### src/hw/rtl/swsr_pkg.sv
// Package for the single-wire sensor reader: item structs, configuration
// struct, register indexes, reset values and result codes.
// Depends on nothing; every other RTL file refers to it by scoped names.
`default_nettype none

package swsr_pkg;

  localparam int unsigned BitsPerByte = 8;
  localparam int unsigned TickW       = 16;
  localparam int unsigned CfgIdxW     = 3;
  localparam int unsigned CfgDataW    = 16;

  // Configuration register indexes.
  localparam logic [CfgIdxW-1:0] RegStartLow   = 3'd0;
  localparam logic [CfgIdxW-1:0] RegStartHigh  = 3'd1;
  localparam logic [CfgIdxW-1:0] RegFirstChk   = 3'd2;
  localparam logic [CfgIdxW-1:0] RegSecondChk  = 3'd3;
  localparam logic [CfgIdxW-1:0] RegBitSample  = 3'd4;
  localparam logic [CfgIdxW-1:0] RegBytesFrame = 3'd5;

  // Reset values of the configuration registers.
  localparam logic [TickW-1:0] RstStartLow   = 16'd18000;
  localparam logic [TickW-1:0] RstStartHigh  = 16'd20;
  localparam logic [TickW-1:0] RstFirstChk   = 16'd40;
  localparam logic [TickW-1:0] RstSecondChk  = 16'd80;
  localparam logic [TickW-1:0] RstBitSample  = 16'd40;
  localparam logic [3:0]       RstBytesFrame = 4'd5;

  // Input operation codes.
  localparam logic OpTick  = 1'b0;
  localparam logic OpStart = 1'b1;

  // Line drive codes.
  localparam logic [1:0] DriveRelease = 2'd0;
  localparam logic [1:0] DriveLow     = 2'd1;
  localparam logic [1:0] DriveHigh    = 2'd2;

  // Response codes.
  localparam logic [1:0] RespNone   = 2'd0;
  localparam logic [1:0] RespOk     = 2'd1;
  localparam logic [1:0] RespFailed = 2'd2;

  typedef struct packed {
    logic op;
    logic line_level;
  } in_item_t;

  typedef struct packed {
    logic [1:0] drive_mode;
    logic       response_valid;
    logic [1:0] response_code;
    logic       byte_valid;
    logic [7:0] data_byte;
    logic       frame_last;
    logic       busy_res;
  } out_item_t;

  typedef struct packed {
    logic [TickW-1:0] start_low_ticks;
    logic [TickW-1:0] start_high_ticks;
    logic [TickW-1:0] first_check_ticks;
    logic [TickW-1:0] second_check_ticks;
    logic [TickW-1:0] bit_sample_ticks;
    logic [3:0]       bytes_per_frame;
  } cfg_t;

endpackage

`default_nettype wire

### src/hw/rtl/swsr_cfg_regs.sv
// Configuration register file of the single-wire sensor reader.
// Depends on swsr_pkg for the register indexes, reset values and cfg_t.
`default_nettype none

module swsr_cfg_regs (
  input  wire logic                            clk_i,
  input  wire logic                            rst_ni,
  input  wire logic                            cfg_we_i,
  input  wire logic [swsr_pkg::CfgIdxW-1:0]    cfg_idx_i,
  input  wire logic [swsr_pkg::CfgDataW-1:0]   cfg_wdata_i,
  output swsr_pkg::cfg_t                       cfg_o
);

  swsr_pkg::cfg_t cfg_q;

  always_ff @(posedge clk_i or negedge rst_ni) begin
    if (!rst_ni) begin
      cfg_q.start_low_ticks    <= swsr_pkg::RstStartLow;
      cfg_q.start_high_ticks   <= swsr_pkg::RstStartHigh;
      cfg_q.first_check_ticks  <= swsr_pkg::RstFirstChk;
      cfg_q.second_check_ticks <= swsr_pkg::RstSecondChk;
      cfg_q.bit_sample_ticks   <= swsr_pkg::RstBitSample;
      cfg_q.bytes_per_frame    <= swsr_pkg::RstBytesFrame;
    end else if (cfg_we_i) begin
      // Writes to indexes beyond the list are dropped.
      unique case (cfg_idx_i)
        swsr_pkg::RegStartLow:   cfg_q.start_low_ticks    <= cfg_wdata_i;
        swsr_pkg::RegStartHigh:  cfg_q.start_high_ticks   <= cfg_wdata_i;
        swsr_pkg::RegFirstChk:   cfg_q.first_check_ticks  <= cfg_wdata_i;
        swsr_pkg::RegSecondChk:  cfg_q.second_check_ticks <= cfg_wdata_i;
        swsr_pkg::RegBitSample:  cfg_q.bit_sample_ticks   <= cfg_wdata_i;
        swsr_pkg::RegBytesFrame: cfg_q.bytes_per_frame    <= cfg_wdata_i[3:0];
        default: ;
      endcase
    end
  end

  assign cfg_o = cfg_q;

endmodule

`default_nettype wire

### src/hw/rtl/swsr_core.sv
// Exchange sequencer of the single-wire sensor reader: phase, tick counter,
// bit and byte counters, and the result of one step.
// Depends on swsr_pkg for the item structs, cfg_t and the codes.
`default_nettype none

module swsr_core (
  input  wire logic                 clk_i,
  input  wire logic                 rst_ni,
  input  wire logic                 step_i,
  input  wire swsr_pkg::in_item_t   item_i,
  input  wire swsr_pkg::cfg_t       cfg_i,
  output swsr_pkg::out_item_t       result_o
);

  localparam logic [3:0] PhIdle      = 4'd0;
  localparam logic [3:0] PhStartLow  = 4'd1;
  localparam logic [3:0] PhStartHigh = 4'd2;
  localparam logic [3:0] PhRespOne   = 4'd3;
  localparam logic [3:0] PhRespTwo   = 4'd4;
  localparam logic [3:0] PhRespLow   = 4'd5;
  localparam logic [3:0] PhBitHigh   = 4'd6;
  localparam logic [3:0] PhBitDelay  = 4'd7;
  localparam logic [3:0] PhBitLow    = 4'd8;

  localparam logic [2:0] LastBit = 3'(swsr_pkg::BitsPerByte - 1);

  logic [3:0]                   phase_q, phase_d;
  logic [swsr_pkg::TickW-1:0]   tick_q, tick_d;
  logic [2:0]                   bit_q, bit_d;
  logic [7:0]                   shift_q, shift_d;
  logic [3:0]                   byte_q, byte_d;

  logic [swsr_pkg::TickW-1:0]   tick_inc;
  logic [swsr_pkg::TickW-1:0]   cnt_limit;
  logic                         cnt_done;
  logic [2:0]                   bit_pos;
  logic [4:0]                   byte_inc;
  swsr_pkg::out_item_t          res;

  always_ff @(posedge clk_i or negedge rst_ni) begin
    if (!rst_ni) begin
      phase_q <= PhIdle;
      tick_q  <= '0;
      bit_q   <= '0;
      shift_q <= '0;
      byte_q  <= '0;
    end else if (step_i) begin
      phase_q <= phase_d;
      tick_q  <= tick_d;
      bit_q   <= bit_d;
      shift_q <= shift_d;
      byte_q  <= byte_d;
    end
  end

  // One shared wait counter; the limit follows the phase. A zero limit
  // ends the wait after one tick.
  always_comb begin
    unique case (phase_q)
      PhStartLow:  cnt_limit = cfg_i.start_low_ticks;
      PhStartHigh: cnt_limit = cfg_i.start_high_ticks;
      PhRespOne:   cnt_limit = cfg_i.first_check_ticks;
      PhRespTwo:   cnt_limit = cfg_i.second_check_ticks;
      default:     cnt_limit = cfg_i.bit_sample_ticks;
    endcase
  end

  assign tick_inc = tick_q + 16'd1;
  assign cnt_done = (tick_inc >= cnt_limit) || (cnt_limit == '0);
  assign bit_pos  = LastBit - bit_q;
  assign byte_inc = {1'b0, byte_q} + 5'd1;

  always_comb begin
    phase_d = phase_q;
    tick_d  = tick_q;
    bit_d   = bit_q;
    shift_d = shift_q;
    byte_d  = byte_q;
    res     = '0;

    if (item_i.op == swsr_pkg::OpStart) begin
      // A start while busy is ignored and is not a tick.
      if (phase_q == PhIdle) begin
        phase_d = PhStartLow;
        tick_d  = '0;
        bit_d   = '0;
        shift_d = '0;
        byte_d  = '0;
      end
    end else begin
      unique case (phase_q)
        PhIdle: ;
        PhStartLow: begin
          tick_d = cnt_done ? '0 : tick_inc;
          if (cnt_done) phase_d = PhStartHigh;
        end
        PhStartHigh: begin
          tick_d = cnt_done ? '0 : tick_inc;
          if (cnt_done) phase_d = PhRespOne;
        end
        PhRespOne: begin
          tick_d = cnt_done ? '0 : tick_inc;
          if (cnt_done) begin
            if (item_i.line_level) begin
              res.response_valid = 1'b1;
              res.response_code  = swsr_pkg::RespNone;
              phase_d            = PhIdle;
            end else begin
              phase_d = PhRespTwo;
            end
          end
        end
        PhRespTwo: begin
          tick_d = cnt_done ? '0 : tick_inc;
          if (cnt_done) begin
            res.response_valid = 1'b1;
            if (item_i.line_level) begin
              res.response_code = swsr_pkg::RespOk;
              phase_d           = PhRespLow;
            end else begin
              res.response_code = swsr_pkg::RespFailed;
              phase_d           = PhIdle;
            end
          end
        end
        PhRespLow: begin
          if (!item_i.line_level) phase_d = PhBitHigh;
        end
        PhBitHigh: begin
          if (item_i.line_level) begin
            tick_d  = '0;
            phase_d = PhBitDelay;
          end
        end
        PhBitDelay: begin
          tick_d = cnt_done ? '0 : tick_inc;
          if (cnt_done) begin
            shift_d[bit_pos] = item_i.line_level;
            phase_d          = PhBitLow;
          end
        end
        PhBitLow: begin
          if (!item_i.line_level) begin
            if (bit_q == LastBit) begin
              res.byte_valid = 1'b1;
              res.data_byte  = shift_q;
              // A zero byte count compares as always reached, i.e. one byte.
              if (byte_inc >= {1'b0, cfg_i.bytes_per_frame}) begin
                res.frame_last = 1'b1;
                phase_d        = PhIdle;
              end else begin
                phase_d = PhBitHigh;
              end
              byte_d = byte_inc[3:0];
              bit_d  = '0;
            end else begin
              bit_d   = bit_q + 3'd1;
              phase_d = PhBitHigh;
            end
          end
        end
        default: phase_d = PhIdle;
      endcase
    end

    // Drive and busy reflect the phase after this step.
    unique case (phase_d)
      PhStartLow:  res.drive_mode = swsr_pkg::DriveLow;
      PhStartHigh: res.drive_mode = swsr_pkg::DriveHigh;
      default:     res.drive_mode = swsr_pkg::DriveRelease;
    endcase
    res.busy_res = (phase_d != PhIdle);
  end

  assign result_o = res;

endmodule

`default_nettype wire

### src/hw/rtl/single_wire_sensor_reader_unit.sv
// Top level of the single-wire sensor reader: input register, result
// register and the instances of swsr_cfg_regs and swsr_core.
// Depends on swsr_pkg, swsr_cfg_regs and swsr_core.
`default_nettype none

// Host side of a single-wire temperature and humidity sensor exchange. Each
// input item is either one microsecond tick or a start event, and each item
// gives exactly one result item: the line drive after the step, a response
// report when the response check ends, a data byte when one completes, and
// the busy flag. An accepted item first lands in an input register; when the
// output register has room, the sequencer evaluates it against the current
// phase and counters and the result is captured in the output register. Both
// registers advance together whenever the output register is empty or being
// drained, so while that holds a new item is taken in every cycle: throughput
// is one item per clock. Each item is registered in the input register, and its
// result then in the output register. The rate is set by the single step of the
// phase sequencer, whose state feeds back into the next item. Configuration
// writes on the plain write port take effect at the next clock edge and are
// meant to be issued while the block is idle.

module single_wire_sensor_reader_unit (
  input  wire logic                            clk_i,
  input  wire logic                            rst_ni,
  input  wire logic                            in_valid_i,
  output      logic                            in_ready_o,
  input  wire swsr_pkg::in_item_t              in_item_i,
  output      logic                            out_valid_o,
  input  wire logic                            out_ready_i,
  output swsr_pkg::out_item_t                  out_item_o,
  input  wire logic                            cfg_we_i,
  input  wire logic [swsr_pkg::CfgIdxW-1:0]    cfg_idx_i,
  input  wire logic [swsr_pkg::CfgDataW-1:0]   cfg_wdata_i
);

  swsr_pkg::cfg_t      cfg;
  swsr_pkg::in_item_t  inq_q;
  logic                inq_valid_q;
  swsr_pkg::out_item_t out_q;
  logic                out_valid_q;
  swsr_pkg::out_item_t step_res;
  logic                advance;
  logic                in_fire;

  // The held item moves on when the result register has room.
  assign advance    = inq_valid_q && (!out_valid_q || out_ready_i);
  assign in_ready_o = !inq_valid_q || advance;
  assign in_fire    = in_valid_i && in_ready_o;

  always_ff @(posedge clk_i or negedge rst_ni) begin
    if (!rst_ni) begin
      inq_valid_q <= 1'b0;
    end else if (in_fire) begin
      inq_valid_q <= 1'b1;
    end else if (advance) begin
      inq_valid_q <= 1'b0;
    end
  end

  always_ff @(posedge clk_i) begin
    if (in_fire) begin
      inq_q <= in_item_i;
    end
  end

  always_ff @(posedge clk_i or negedge rst_ni) begin
    if (!rst_ni) begin
      out_valid_q <= 1'b0;
    end else if (advance) begin
      out_valid_q <= 1'b1;
    end else if (out_ready_i) begin
      out_valid_q <= 1'b0;
    end
  end

  always_ff @(posedge clk_i) begin
    if (advance) begin
      out_q <= step_res;
    end
  end

  assign out_valid_o = out_valid_q;
  assign out_item_o  = out_q;

  swsr_cfg_regs u_cfg_regs (
    .clk_i       (clk_i),
    .rst_ni      (rst_ni),
    .cfg_we_i    (cfg_we_i),
    .cfg_idx_i   (cfg_idx_i),
    .cfg_wdata_i (cfg_wdata_i),
    .cfg_o       (cfg)
  );

  swsr_core u_core (
    .clk_i    (clk_i),
    .rst_ni   (rst_ni),
    .step_i   (advance),
    .item_i   (inq_q),
    .cfg_i    (cfg),
    .result_o (step_res)
  );

`ifndef SYNTH
  // A step never reports a response and a byte at once.
  assert property (@(posedge clk_i) disable iff (!rst_ni)
    out_valid_q |-> !(out_q.response_valid && out_q.byte_valid))
    else $error("response and byte reported in one item");

  // The line is only driven while an exchange is in progress.
  assert property (@(posedge clk_i) disable iff (!rst_ni)
    (out_valid_q && (out_q.drive_mode != swsr_pkg::DriveRelease)) |-> out_q.busy_res)
    else $error("line driven while idle");

  // The last byte of a frame ends the exchange.
  assert property (@(posedge clk_i) disable iff (!rst_ni)
    (out_valid_q && out_q.frame_last) |-> (out_q.byte_valid && !out_q.busy_res))
    else $error("frame end without byte or with busy");

  // A held item with a stalled result register blocks new input.
  assert property (@(posedge clk_i) disable iff (!rst_ni)
    (inq_valid_q && out_valid_q && !out_ready_i) |-> !in_ready_o)
    else $error("input accepted while pipeline is full");

  // A result register that was stalled still holds its item.
  assert property (@(posedge clk_i) disable iff (!rst_ni)
    ($past(out_valid_q) && !$past(out_ready_i)) |-> (out_valid_q && $stable(out_q)))
    else $error("stalled result lost");
`endif

endmodule

`default_nettype wire

### config.mk
export PLATFORM = sky130hd
export DESIGN_NAME = single_wire_sensor_reader_unit
export DESIGN_NICKNAME = d
export VERILOG_FILES = /design/src/hw/rtl/swsr_pkg.sv /design/src/hw/rtl/swsr_cfg_regs.sv /design/src/hw/rtl/swsr_core.sv /design/src/hw/rtl/single_wire_sensor_reader_unit.sv
export SDC_FILE = /design/constraint.sdc
export NUM_CORES = 1
export LEC_CHECK = 0
export BUFFER_PORTS_ARGS = -buffer_cell sky130_fd_sc_hd__buf_2
export CAP_MARGIN = 20
export CORE_AREA = 2 2 116 118
export DETAILED_ROUTE_END_ITERATION = 6
export DIE_AREA = 0 0 118 120
export MAX_ROUTING_LAYER = met4
export PLACE_DENSITY = 0.77
export SYNTH_ARGS = -nofsm -noshare
export SYNTH_HDL_FRONTEND = slang
export SYNTH_SLANG_ARGS = --single-unit
### constraint.sdc
create_clock -name clk_i -period 5.6 [get_ports clk_i]
set_clock_uncertainty 0.15 [all_clocks]
set_input_delay 1.12 -clock clk_i [delete_from_list [all_inputs] [get_ports clk_i]]
set_output_delay 1.12 -clock clk_i [all_outputs]
set_load 0.02 [all_outputs]
# Word level (Yosys, flattened, before mapping)
# Cells that the tools add are included.
word_totals:
  ff_bits: 139
  inputBits: 26
  elab_cells: 133
classes:
  addsub: 4
  magnitude_cmp: 4
  n_eq_ne: 19
  muxes: 50
  bitwise_logic: 2
  reduce_logical: 32
ops:
  columns: ["operator", "n"]
  rows:
  - ["$mux 16", 4]
  - ["$pmux 16 s4", 1]
  - ["$mux 4", 15]
  - ["$mux 3", 12]
  - ["$pmux 4 s9", 1]
  - ["$mux 8", 4]
  - ["$pmux 16 s2", 1]
  - ["$add 16x1->16 const B", 1]
  - ["$eq 4x3->1 const B", 4]
  - ["$ge 16x16->1", 1]
  - ["$logic_not 16->1", 1]
  - ["$eq 4x2->1 const B", 3]
  - ["$reduce_and 2->1", 6]
  - ["$reduce_and 4->1", 3]
  - ["$reduce_bool 2->1", 6]
  - ["$mux 10", 1]
  - ["$eq 3x3->1 const B", 3]
  - ["$bwmux 8", 1]
  - ["$eq 4x1->1 const B", 2]
  - ["$eq 3x2->1 const B", 2]
  - ["$mux 1", 6]
  - ["$pmux 3 s2", 1]
  - ["$add 4x1->5 const B", 1]
  - ["$ge 5x4->1", 1]
  - ["23 further kinds", 30]

# Depth between registers and ports, before layout
# Gate-level depths: netlist (run 1).
depth:
  ltp_word: 9
  mapped_depth: 19
  ltp_nobuf: 17

# Modules after synthesis
# From an unflattened synthesis (run 1), not the netlist that was laid out.
unflattened:
  hier_cells: 662
  hier_area_um2: 7439.6
by_module_without_submodules:
  columns: ["mod", "instances", "cells_each", "area_per_inst_um2"]
  rows:
  - ["swsr_core", 1, 454, 3552.2]
  - ["swsr_cfg_regs", 1, 182, 3243.1]
  - ["single_wire_sensor_reader_unit", 1, 26, 644.4]

# Least setup slack after synthesis (run 1)
# OpenSTA, ideal clock, no wires.
synth_timing:
  path_kind: "reg2reg"
  startpoint: "register u_core.phase_q[0]"
  endpoint: "register out_q, in the netlist out_item_o[0] (data pin)"
  setup_time_ns: 0.266
  arrival_time_ns: 3.975
  slack_ns: 1.210
  path_stages_with_launch: 18
  n_path_buf: 3
  synth_period_minus_slack_ns: 4.390
  path_cell_list: "dfrtp_1 buf_4 or3b_1 buf_4 a21oi_4 buf_2 or2_2 nand2_1 ha_1 a211o_1 a21oi_1 o21ai_0 a2111oi_0 nor2b_1 o21ai_4 nor4_1 a311o_1 or3b_1"
synth_lines:
  columns: ["item", "line_no", "text"]
  rows:
  - ["start: declaration", "swsr_core.sv:27", "logic [3:0] phase_q, phase_d;"]
  - ["start signal: assignment", "swsr_core.sv:42", "phase_q <= PhIdle;"]
  - ["start signal: assignment", "swsr_core.sv:48", "phase_q <= phase_d;"]
  - ["end signal: assignment", "single_wire_sensor_reader_unit.sv:77", "out_q <= step_res;"]
  - ["end: declaration", "single_wire_sensor_reader_unit.sv:38", "swsr_pkg::out_item_t out_q;"]

==> results.sh, run 1 <==
export IMPL_power_mw=3.19
export IMPL_cp_slowest_cell="nor2b_1"
export IMPL_yosys_register_bits=139
export IMPL_leakagePower_nw=3.70
export IMPL_fin_crit_sh_pct=93.7
export IMPL_ir_worst_vdd_v=0.000252
export IMPL_dpl_cell_area_mm2=0.00791
export IMPL_grt_pass1_vias=5865
export IMPL_gp_congestion=0.963
export IMPL_synth_flop_cell="dfrtp_1"
export IMPL_ctsResizeCount=0
export IMPL_synth_cell_type_count=76
export IMPL_syn_area_mm2=0.00757
export IMPL_drtAntennaViolNets=0
export IMPL_insertion_delay_ps=430
export IMPL_avgViaCountPerCell=6.17
export IMPL_fin_nets=803
export IMPL_netlist_instances=720
export IMPL_drt_initial_drc_count=405
export IMPL_drc=0
export IMPL_synth_area_top_cells="dfrtp_1, mux2_2, edfxtp_1"
export IMPL_htreeDepth=4
export IMPL_fp_row_count=42
export IMPL_hpwl_um=12300
export IMPL_ys_seq_area_share_pct=47.4
export IMPL_grt_ovfl_total=0
export IMPL_grt_pass1_wl_um=29800
export IMPL_crit_type="register to register"
export IMPL_cp_start_kind="register"
export IMPL_root_buffer="clkbuf_16"
export IMPL_status="completed"
export IMPL_min_path_type="register to register"
export IMPL_die_y_um=120
export IMPL_critical_path_required_ps=5630
export IMPL_final_max_slew_viol_count=0
export IMPL_grt_max_degree=77
export IMPL_endpoint_kind="register"
export IMPL_drive_above_1_share_pct=26.9
export IMPL_start_util_pct=58.3
export IMPL_antenna_cells=0
export IMPL_die_area_mm2=0.0142
export IMPL_io_buffers=43
export IMPL_setup_viol=0
export IMPL_clock_path_buffers=2
export IMPL_hold_viol=0
export IMPL_via_count=5810
export IMPL_max_freq_ghz=0.191
export IMPL_crit_top_cell="nor2b_1"
export IMPL_tritoncts="done"
export IMPL_syn_nets=770
export IMPL_drv_cap=0
export IMPL_slowest_delay_ps=600
export IMPL_antenna_found_initial=0
export IMPL_synth_cells_most_frequent="dfrtp_1, nand2_1, mux2_2"
export IMPL_cts_hold_buf=0
export IMPL_worst_slew_margin_rel_pct=35.2
export IMPL_die_x_um=118
export IMPL_fillCellCount=997
export IMPL_path_cells="buf_4 > nor2b_1 > a221oi_1 > o32a_1 > ha_1 > nand2b_1 > a21oi_1 > o21ai_0 > a2111oi_0 > nor2b_1 > o21ai_4 > nor4_1 > a311o_1 > or3b_1"
export IMPL_synth_warnings=0
export IMPL_synth_most_common_cell="dfrtp_1"
export IMPL_rsz0062_at_grt="false"
export IMPL_synth_top_area_cell="dfrtp_1"
export IMPL_tightestPinTransition_ps=965
export IMPL_clock_sink_count=139
export IMPL_fin_crit_ps=5250
export IMPL_cp_max_fo=19
export IMPL_async_flop_share_pct=87.1
export IMPL_finalInstanceArea_mm2=0.00853
export IMPL_cp_arrival_ps=5280
export IMPL_cts_buffers=17
export IMPL_ios=44
export IMPL_wire_per_inst_um=19.0
export IMPL_grt_use_total_pct=27.7
export IMPL_fin_setup_tns_ps=0
export IMPL_post_cts_setup_buffers=0
export IMPL_routed_wl_um=17900
export IMPL_pwr_density_cell_mw_per_mm2=374
export IMPL_core_area_mm2=0.0130
export IMPL_synth_top_area_share_pct=35.0
export IMPL_syn_to_final_growth_pct=12.6
export IMPL_avgSynthCellArea_um2=10.5
export IMPL_synth_edf_count=18
export IMPL_drt_pass1_iter_count=4
export IMPL_path_clk_slew_ps=60
stage by stage:
stage	utilization [%]	worst slack (ps)	hold WS, ps	cells
CTS	65.6	513	338	941
global route	65.7	50.3	354	942
floorplan	-	1210	307	720
global placement	61.0	698	326	909
detailed placement	61.0	556	324	909
finish	65.7	353	341	942
layer usage:
metal  global-route usage (%)  routed length (um)  vias up
met5                        -                   0        -
li1                         -                   -     2666
met2                     45.9                8990      186
met3                     5.75                 913       30
met4                     10.0                 378        0
met1                     34.0                7650     2928
report_power, final:
group / internal (mW) / switching (mW) / total, mW
sequential: 1.21 / 0.111 / 1.32
clock: 0.706 / 0.427 / 1.13
combinational: 0.333 / 0.403 / 0.736
total: 2.25 / 0.942 / 3.19
path summary, 6_finish.rpt:
check                      slack [ps]                           from  cells past startpoint                               end
min reg2reg                       340        inq_valid_q$_DFFE_PN0P_                      1           out_valid_o$_DFFE_PN0P_
max in group asynchronous        3460                         rst_ni                      2  u_cfg_regs.cfg_o[59]$_DFFE_PN0P_
min in group asynchronous         690                         rst_ni                      1  u_cfg_regs.cfg_o[70]$_DFFE_PN0P_
max reg2reg                       350  u_core.phase_q[1]$_DFFE_PN0P_                     14           out_item_o[0]$_DFFE_PP_
min                               340        inq_valid_q$_DFFE_PN0P_                      1           out_valid_o$_DFFE_PN0P_
max                               350  u_core.phase_q[1]$_DFFE_PN0P_                     14           out_item_o[0]$_DFFE_PP_
layout make-up:
class / instances / area (um2) / area share (%)
clock inverters: 9 / 113 / 1.32
multi-input cells: 507 / 3670 / 43.1
flip-flops and latches: 139 / 3590 / 42.1
clock buffers: 23 / 489 / 5.74
repair buffers: 57 / 330 / 3.87
inverters: 31 / 116 / 1.36
well taps: 176 / 220 / 2.58
worst max-delay path, delay by kind of cell (launching register included):
kind / cells / cell delay (ps)
AOI/OAI and AO/OA: 7 / 1830
adders and majority gates: 1 / 280
buffers and inverters: 1 / 280
DFF: 1 / 520
and+or+nand+nor: 5 / 1950
flip-flops by register name, summed over array words and instances (netlist names):
register	count
u_core.phase_q	4
u_cfg_regs.cfg_o	84
u_core.byte_q	4
out_valid_o	1
inq_valid_q	1
out_item_o	16
u_core.bit_q	3
u_core.tick_q	16
u_core.shift_q	8
inq_q	2
cells by family (layout without fill, tap and decap cells):
logic type / count (synthesis) / in the layout / synth area share [%]
AND/OR/NAND/NOR: 240 / 240 / 16.5
AO/OA/AOI/OAI: 143 / 143 / 13.5
flip-flops: 139 / 139 / 47.4
multiplexers: 82 / 82 / 12.2
buffers and inverters: 74 / 120 / 4.41
adder cells (fa/ha/maj): 24 / 24 / 3.97
XOR/XNOR: 18 / 18 / 2.08
placed cells by master (no fill, tap or decap), drive strengths merged, types with 9 or more instances in the layout:
cell | netlist | layout
o21ai | 39 | 39
inv | 29 | 29
buf | 21 | 57
dfrtp | 106 | 106
dfstp | 15 | 15
a21oi | 24 | 24
xnor2 | 11 | 11
o32ai | 12 | 12
edfxtp | 18 | 18
nand3 | 16 | 16
nor4 | 9 | 9
ha | 24 | 24
mux2 | 82 | 82
clkbuf | 22 | 23
nand2b | 27 | 27
nand2 | 88 | 88
nor2 | 35 | 35
No activity file was read; power rests on OpenSTA's default activity.
==> run 2, diff against run 1 <==
PLACE_DENSITY = 0.74   (was 0.77)
==> run 2 against run 1 <==
Compared with the run above: first-iteration DRC count shrank 2.2%; clock power grew 6%; combinational power grew 0.8%; worst setup slack gained 40 ps; sequential share of layout area shrank 0.29 points; sequential cell count is the same; routed wire length grew 1.3%; sequential power is essentially flat; critical path type unchanged.
==> results.sh, run 2 (synthesis results as in run 1) <==
export IMPL_status="completed"
export IMPL_antenna_found_initial=0
export IMPL_insertion_delay_ps=430
export IMPL_start_util_pct=58.3
export IMPL_die_y_um=120
export IMPL_layout_commonest_cell="dfrtp_1"
export IMPL_final_cell_mix="dfrtp_1, nand2_1, mux2_2, buf_2"
export IMPL_pwr_density_cell_mw_per_mm2=381
export IMPL_wire_per_inst_um=19.3
export IMPL_drtAntennaViolNets=0
export IMPL_path_clk_slew_ps=60
export IMPL_cp_start_kind="register"
export IMPL_drt_pass1_iter_count=5
export IMPL_fillCellCount=988
export IMPL_finalInstanceArea_mm2=0.00859
export IMPL_ir_worst_vdd_v=0.000320
export IMPL_ctsResizeCount=0
export IMPL_cts_hold_buf=0
export IMPL_core_area_mm2=0.0130
export IMPL_layout_cells_non_filler=943
export IMPL_tritoncts="done"
export IMPL_cts_buffers=17
export IMPL_io_buffers=43
export IMPL_syn_to_final_growth_pct=13.4
export IMPL_die_area_mm2=0.0142
export IMPL_die_x_um=118
export IMPL_power_mw=3.27
export IMPL_fin_crit_ps=5210
export IMPL_grt_ovfl_total=0
export IMPL_fin_nets=804
export IMPL_final_max_slew_viol_count=0
export IMPL_htreeDepth=4
export IMPL_root_buffer="clkbuf_16"
export IMPL_grt_max_degree=83
export IMPL_crit_top_cell="or3b_1"
export IMPL_hold_slack_ps=346
export IMPL_post_cts_setup_buffers=0
export IMPL_fin_crit_sh_pct=93.0
export IMPL_crit_type="register to register"
export IMPL_antenna_cells=0
export IMPL_setup_viol=0
export IMPL_crit_family="simple AND/OR/NAND/NOR gates"
export IMPL_fp_row_count=42
export IMPL_hpwl_um=12800
export IMPL_leakagePower_nw=3.74
export IMPL_path_cells="or3b_1 > a21oi_4 > or2_2 > nand2_1 > ha_1 > a211o_1 > a21oi_1 > o21ai_0 > a2111oi_0 > nor2b_1 > o21ai_4 > nor4_1 > a311o_1 > or3b_1"
export IMPL_endpoint_kind="register"
export IMPL_gp_congestion=0.950
export IMPL_dpl_cell_area_mm2=0.00791
export IMPL_ios=44
export IMPL_multi_input_area_mm2=0.00367
export IMPL_largest_reg_flops=84
export IMPL_clock_path_buffers=2
export IMPL_rsz0062_at_grt="false"
export IMPL_via_count=5803
export IMPL_fin_util_pct=66.2
export IMPL_routed_wl_um=18200
export IMPL_placed_cells=909
export IMPL_worst_slew_margin_rel_pct=30.3
export IMPL_grt_use_total_pct=27.9
export IMPL_cp_arrival_ps=5220
export IMPL_pre_cts_slack_ps=521
export IMPL_grt_pass1_wl_um=29900
export IMPL_fin_setup_tns_ps=0
export IMPL_slowest_delay_ps=630
export IMPL_clock_sink_count=139
export IMPL_path_buf_inv=0
export IMPL_grt_pass1_vias=5841
export IMPL_drive_above_1_share_pct=27.1
export IMPL_drv_cap=0
export IMPL_cp_max_fo=17
export IMPL_regArea_mm2=0.00359
export IMPL_tightestPinTransition_ps=1040
export IMPL_drt_initial_drc_count=396
export IMPL_cp_slowest_cell="or3b_1"
export IMPL_critical_path_required_ps=5610
export IMPL_avgViaCountPerCell=6.15
export IMPL_max_freq_ghz=0.192
export IMPL_worst_slack_ps=393
export IMPL_drc=0
export IMPL_hold_viol=0
export IMPL_min_path_type="register to register"
## run 2: cell count changes in the layout (fill, tap and decap cells not counted), sizes merged
cell / change
clkinvlp: -3
bufinv: +1
inv: +1
clkinv: +1
buf: +1
## run 2: layout make-up
| type | instances | area share, % |
|---|---|---|
| Clock buffer | 23 | 5.94 |
| Multi-Input combinational cell | 507 | 42.8 |
| Clock inverter | 9 | 1.53 |
| Sequential cell | 139 | 41.8 |
| Tap cell | 176 | 2.56 |
| Timing Repair Buffer | 58 | 4.08 |
| Inverter | 31 | 1.35 |
## run 2: final timing paths
kind                                                     from                                to  slack [ps]  depth (start not counted)
worst max-delay path            u_core.phase_q[1]$_DFFE_PN0P_           out_item_o[0]$_DFFE_PP_         390                         14
worst min-delay path            u_core.shift_q[0]$_DFFE_PN0P_     u_core.shift_q[0]$_DFFE_PN0P_         350                          2
worst max register to register  u_core.phase_q[1]$_DFFE_PN0P_           out_item_o[0]$_DFFE_PP_         390                         14
worst min register to register  u_core.shift_q[0]$_DFFE_PN0P_     u_core.shift_q[0]$_DFFE_PN0P_         350                          2
max in group asynchronous                              rst_ni      u_core.tick_q[6]$_DFFE_PN0P_        3990                          2
min in group asynchronous                              rst_ni  u_cfg_regs.cfg_o[38]$_DFFE_PN0P_         450                          1
## run 2: worst register-to-register path: stages (launching register included)
cell and delay, ps:
dfrtp_1 570, or3b_1 640, a21oi_4 430, or2_2 200, nand2_1 50, ha_1 290, a211o_1 260, a21oi_1 110
o21ai_0 120, a2111oi_0 560, nor2b_1 430, o21ai_4 190, nor4_1 370, a311o_1 220, or3b_1 360
## run 2: report_power, final
part	internal (mW)	switching, mW
logic	0.339	0.403
clock network	0.777	0.424
registers	1.21	0.119
## run 2: layer usage
layer,vias to the layer above,part of all wire (%),track usage (%)
met5,-,0,-
met3,46,5.1,5.99
met1,2875,42,34.6
li1,2669,-,-
met4,0,3.5,12.6
met2,213,49,44.3
==> run 3, diff against run 2 <==
ABC_AREA = 1   (was default)
CORE_AREA = 2 2 113 115   (was 2 2 116 118)
DIE_AREA = 0 0 115 117   (was 0 0 118 120)
==> run 3 against run 2 <==
Compared with the run above: power is 13% higher; critical path depth is 13 higher; sequential power is 3% higher; cell area is 6.3% lower; fmax is 18% higher; cell count is 15% higher; worst setup slack better by 800 ps; combinational power is 77% higher; non-clock buffer count is 7 lower; hold slack worse by 14 ps; routed wire length is 13% lower; critical endpoint unchanged.
==> results.sh, run 3 <==
export IMPL_status="completed"
export IMPL_synth_cells_most_frequent="nand2_1, dfrtp_1, o21ai_0"
export IMPL_fin_crit_sh_pct=78.7
export IMPL_ff2ff_setup_slack_ps=1190
export IMPL_drt_pass1_iter_count=5
export IMPL_ir_worst_vdd_v=0.000286
export IMPL_power_frac_comb_pct=35.7
export IMPL_post_cts_setup_buffers=0
export IMPL_cts_buffers=17
export IMPL_synth_top_area_cell="dfrtp_1"
export IMPL_htreeDepth=4
export IMPL_grt_ovfl_total=0
export IMPL_wire_per_inst_um=14.7
export IMPL_synth_top_area_share_pct=37.0
export IMPL_layout_commonest_cell="nand2_1"
export IMPL_routed_wl_um=15900
export IMPL_routedLengthMet1_um=7440
export IMPL_netlist_instances=877
export IMPL_synth_compound_area_share_pct=12.2
export IMPL_top_layer_used="met4"
export IMPL_drc=0
export IMPL_core_area_mm2=0.0123
export IMPL_syn_nets=927
export IMPL_ctsResizeCount=0
export IMPL_drt_initial_drc_count=489
export IMPL_cp_max_fo=10
export IMPL_syn_area_mm2=0.00716
export IMPL_fillCellCount=1079
export IMPL_antenna_cells=0
export IMPL_slowest_delay_ps=500
export IMPL_hold_viol=0
export IMPL_final_cell_mix="nand2_1, o21ai_0, dfrtp_1, inv_1, nand3_1"
export IMPL_p_int_mw=2.25
export IMPL_clock_sink_count=139
export IMPL_via_count=5815
export IMPL_switching_share_pct=38.8
export IMPL_syn_to_final_growth_pct=12.4
export IMPL_synth_warnings=0
export IMPL_drive_above_1_share_pct=12.7
export IMPL_drv_cap=0
export IMPL_ios=44
export IMPL_fin_crit_ps=4410
export IMPL_dpl_cell_area_mm2=0.00748
export IMPL_grt_use_total_pct=26.4
export IMPL_io_buffers=43
export IMPL_die_y_um=117
export IMPL_die_area_mm2=0.0135
export IMPL_endpoint_kind="register"
export IMPL_synthMuxAreaShare_pct=0
export IMPL_hpwl_um=10500
export IMPL_synth_edf_count=18
export IMPL_max_freq_ghz=0.227
export IMPL_rsz0062_at_grt="false"
export IMPL_critical_path_required_ps=5620
export IMPL_power_mw=3.68
export IMPL_path_clk_slew_ps=50
export IMPL_gp_congestion=0.869
export IMPL_min_path_type="register to register"
export IMPL_finalInstanceArea_mm2=0.00805
export IMPL_synth_area_top_cells="dfrtp_1, nand2_1, edfxtp_1"
export IMPL_insertion_delay_ps=430
export IMPL_grt_max_degree=70
export IMPL_tritoncts="done"
export IMPL_root_buffer="clkbuf_16"
export IMPL_largest_reg_flops=84
export IMPL_cp_slowest_cell="a21oi_1"
export IMPL_synth_top_family_by_area="simple AND/OR/NAND/NOR gates"
export IMPL_power_frac_seq_pct=37.3
export IMPL_ys_seq_area_share_pct=50.1
export IMPL_async_flop_share_pct=87.1
export IMPL_tightestPinTransition_ps=971
export IMPL_pwr_density_cell_mw_per_mm2=457
export IMPL_grt_pass1_vias=5362
export IMPL_worst_slew_margin_rel_pct=35.1
export IMPL_crit_top_cell="nand2_1"
export IMPL_met2WireLength_um=7460
export IMPL_regArea_mm2=0.00359
export IMPL_clock_path_buffers=2
export IMPL_setup_viol=0
export IMPL_synth_cell_type_count=34
export IMPL_fin_setup_tns_ps=0
export IMPL_p_switching_mw=1.43
export IMPL_cp_arrival_ps=4430
export IMPL_antenna_found_initial=0
export IMPL_synthXorXnorAreaFrac_pct=1.83
export IMPL_fin_nets=969
export IMPL_crit_type="register to register"
export IMPL_synth_fa_ha_area_share_pct=4.19
export IMPL_die_x_um=115
export IMPL_leakagePower_nw=4.03
export IMPL_avgViaCountPerCell=5.37
export IMPL_synth_most_common_cell="nand2_1"
export IMPL_grt_pass1_wl_um=26300
export IMPL_synthSimpleGateAreaFrac_pct=24.0
export IMPL_start_util_pct=58.2
export IMPL_multi_input_area_mm2=0.00303
export IMPL_yosys_register_bits=139
export IMPL_fp_row_count=41
export IMPL_cts_hold_buf=0
export IMPL_cp_start_kind="register"
export IMPL_avgSynthCellArea_um2=8.17
export IMPL_synth_flop_cell="dfrtp_1"
export IMPL_clock_power_share_pct=27.0
export IMPL_drtAntennaViolNets=0
export IMPL_wl_met3_um=716
export IMPL_final_max_slew_viol_count=0
run 3: cell count changes after synthesis, sizes merged, moves of 11 or more:
| cell | previous run | this run |
|---|---|---|
| buf | 21 | 9 |
| inv | 29 | 104 |
| nand2b | 27 | 0 |
| xnor2 | 11 | 0 |
| nand2 | 88 | 245 |
| nand3 | 16 | 79 |
| o22ai | 2 | 15 |
| o21ai | 39 | 106 |
| nor2 | 35 | 66 |
| mux2 | 82 | 0 |
| o32ai | 12 | 1 |
run 3: metal layers:
metal	GRT usage, %	up-vias
met5	-	-
met4	6.91	0
met3	6.80	24
met2	40.2	129
met1	35.6	2721
li1	-	2941
run 3: worst max-delay path: cells and delay by family, from the launching register on:
family          cells  cell delay [ps]
flops               1              410
xor+xnor            1              250
fa+ha+maj           2              470
compound gates      3              680
buf+inv             2              170
simple gates       19             2040
run 3: path summary, 6_finish.rpt:
kind                                                   from  depth (start not counted)                                to
min in group asynchronous                            rst_ni                          2  u_cfg_regs.cfg_o[28]$_DFFE_PN0P_
hold reg to reg            u_cfg_regs.cfg_o[44]$_DFFE_PN0P_                          2  u_cfg_regs.cfg_o[44]$_DFFE_PN0P_
max in group asynchronous                            rst_ni                          2       u_core.bit_q[2]$_DFFE_PN0P_
setup / recovery               u_core.tick_q[0]$_DFFE_PN0P_                         27           out_item_o[0]$_DFFE_PP_
setup reg to reg               u_core.tick_q[0]$_DFFE_PN0P_                         27           out_item_o[0]$_DFFE_PP_
hold / removal             u_cfg_regs.cfg_o[44]$_DFFE_PN0P_                          2  u_cfg_regs.cfg_o[44]$_DFFE_PN0P_
run 3: cell type report:
type,count,area share [%]
repair buffers,51,4.10
clock buffers,26,5.95
well taps,150,2.33
clock inverters,6,0.482
flip-flops and latches,139,44.6
multi-input cells,605,37.6
inverters,105,4.93
run 3: cells by family (layout without fill, tap and decap cells):
family                     count (synthesis)  after routing
AOI/OAI and AO/OA                        156            156
xor gates and xnor gates                  15             15
adders and majority gates                 24             24
buffers and inverters                    133            188
DFF                                      139            139
and+or+nand+nor                          410            410
run 3: through the flow:
stage / std cells / util, % / hold slack, ps / worst slack [ps]
6_report: 1082 / 65.4 / 333 / 1190
2_1_floorplan: 877 / - / 296 / 1710
4_1_cts: 1080 / 64.9 / 330 / 1210
3_5_place_dp: 1048 / 60.7 / 316 / 1260
5_1_grt: 1082 / 65.4 / 350 / 615
3_3_place_gp: 1048 / 60.7 / 310 / 1350
run 3: power by group through the flow:
| stage | combinational (mW) | sequential, mW | clock [mW] |
|---|---|---|---|
| final | 1.31 | 1.37 | 0.994 |
| after global routing | 1.52 | 1.40 | 1.05 |
| after CTS | 1.31 | 1.37 | 1.00 |
| after detailed placement | 1.30 | 1.39 | 0 |
| after global placement | 1.27 | 1.38 | 0 |
| after floorplan | 0.971 | 1.38 | 0 |
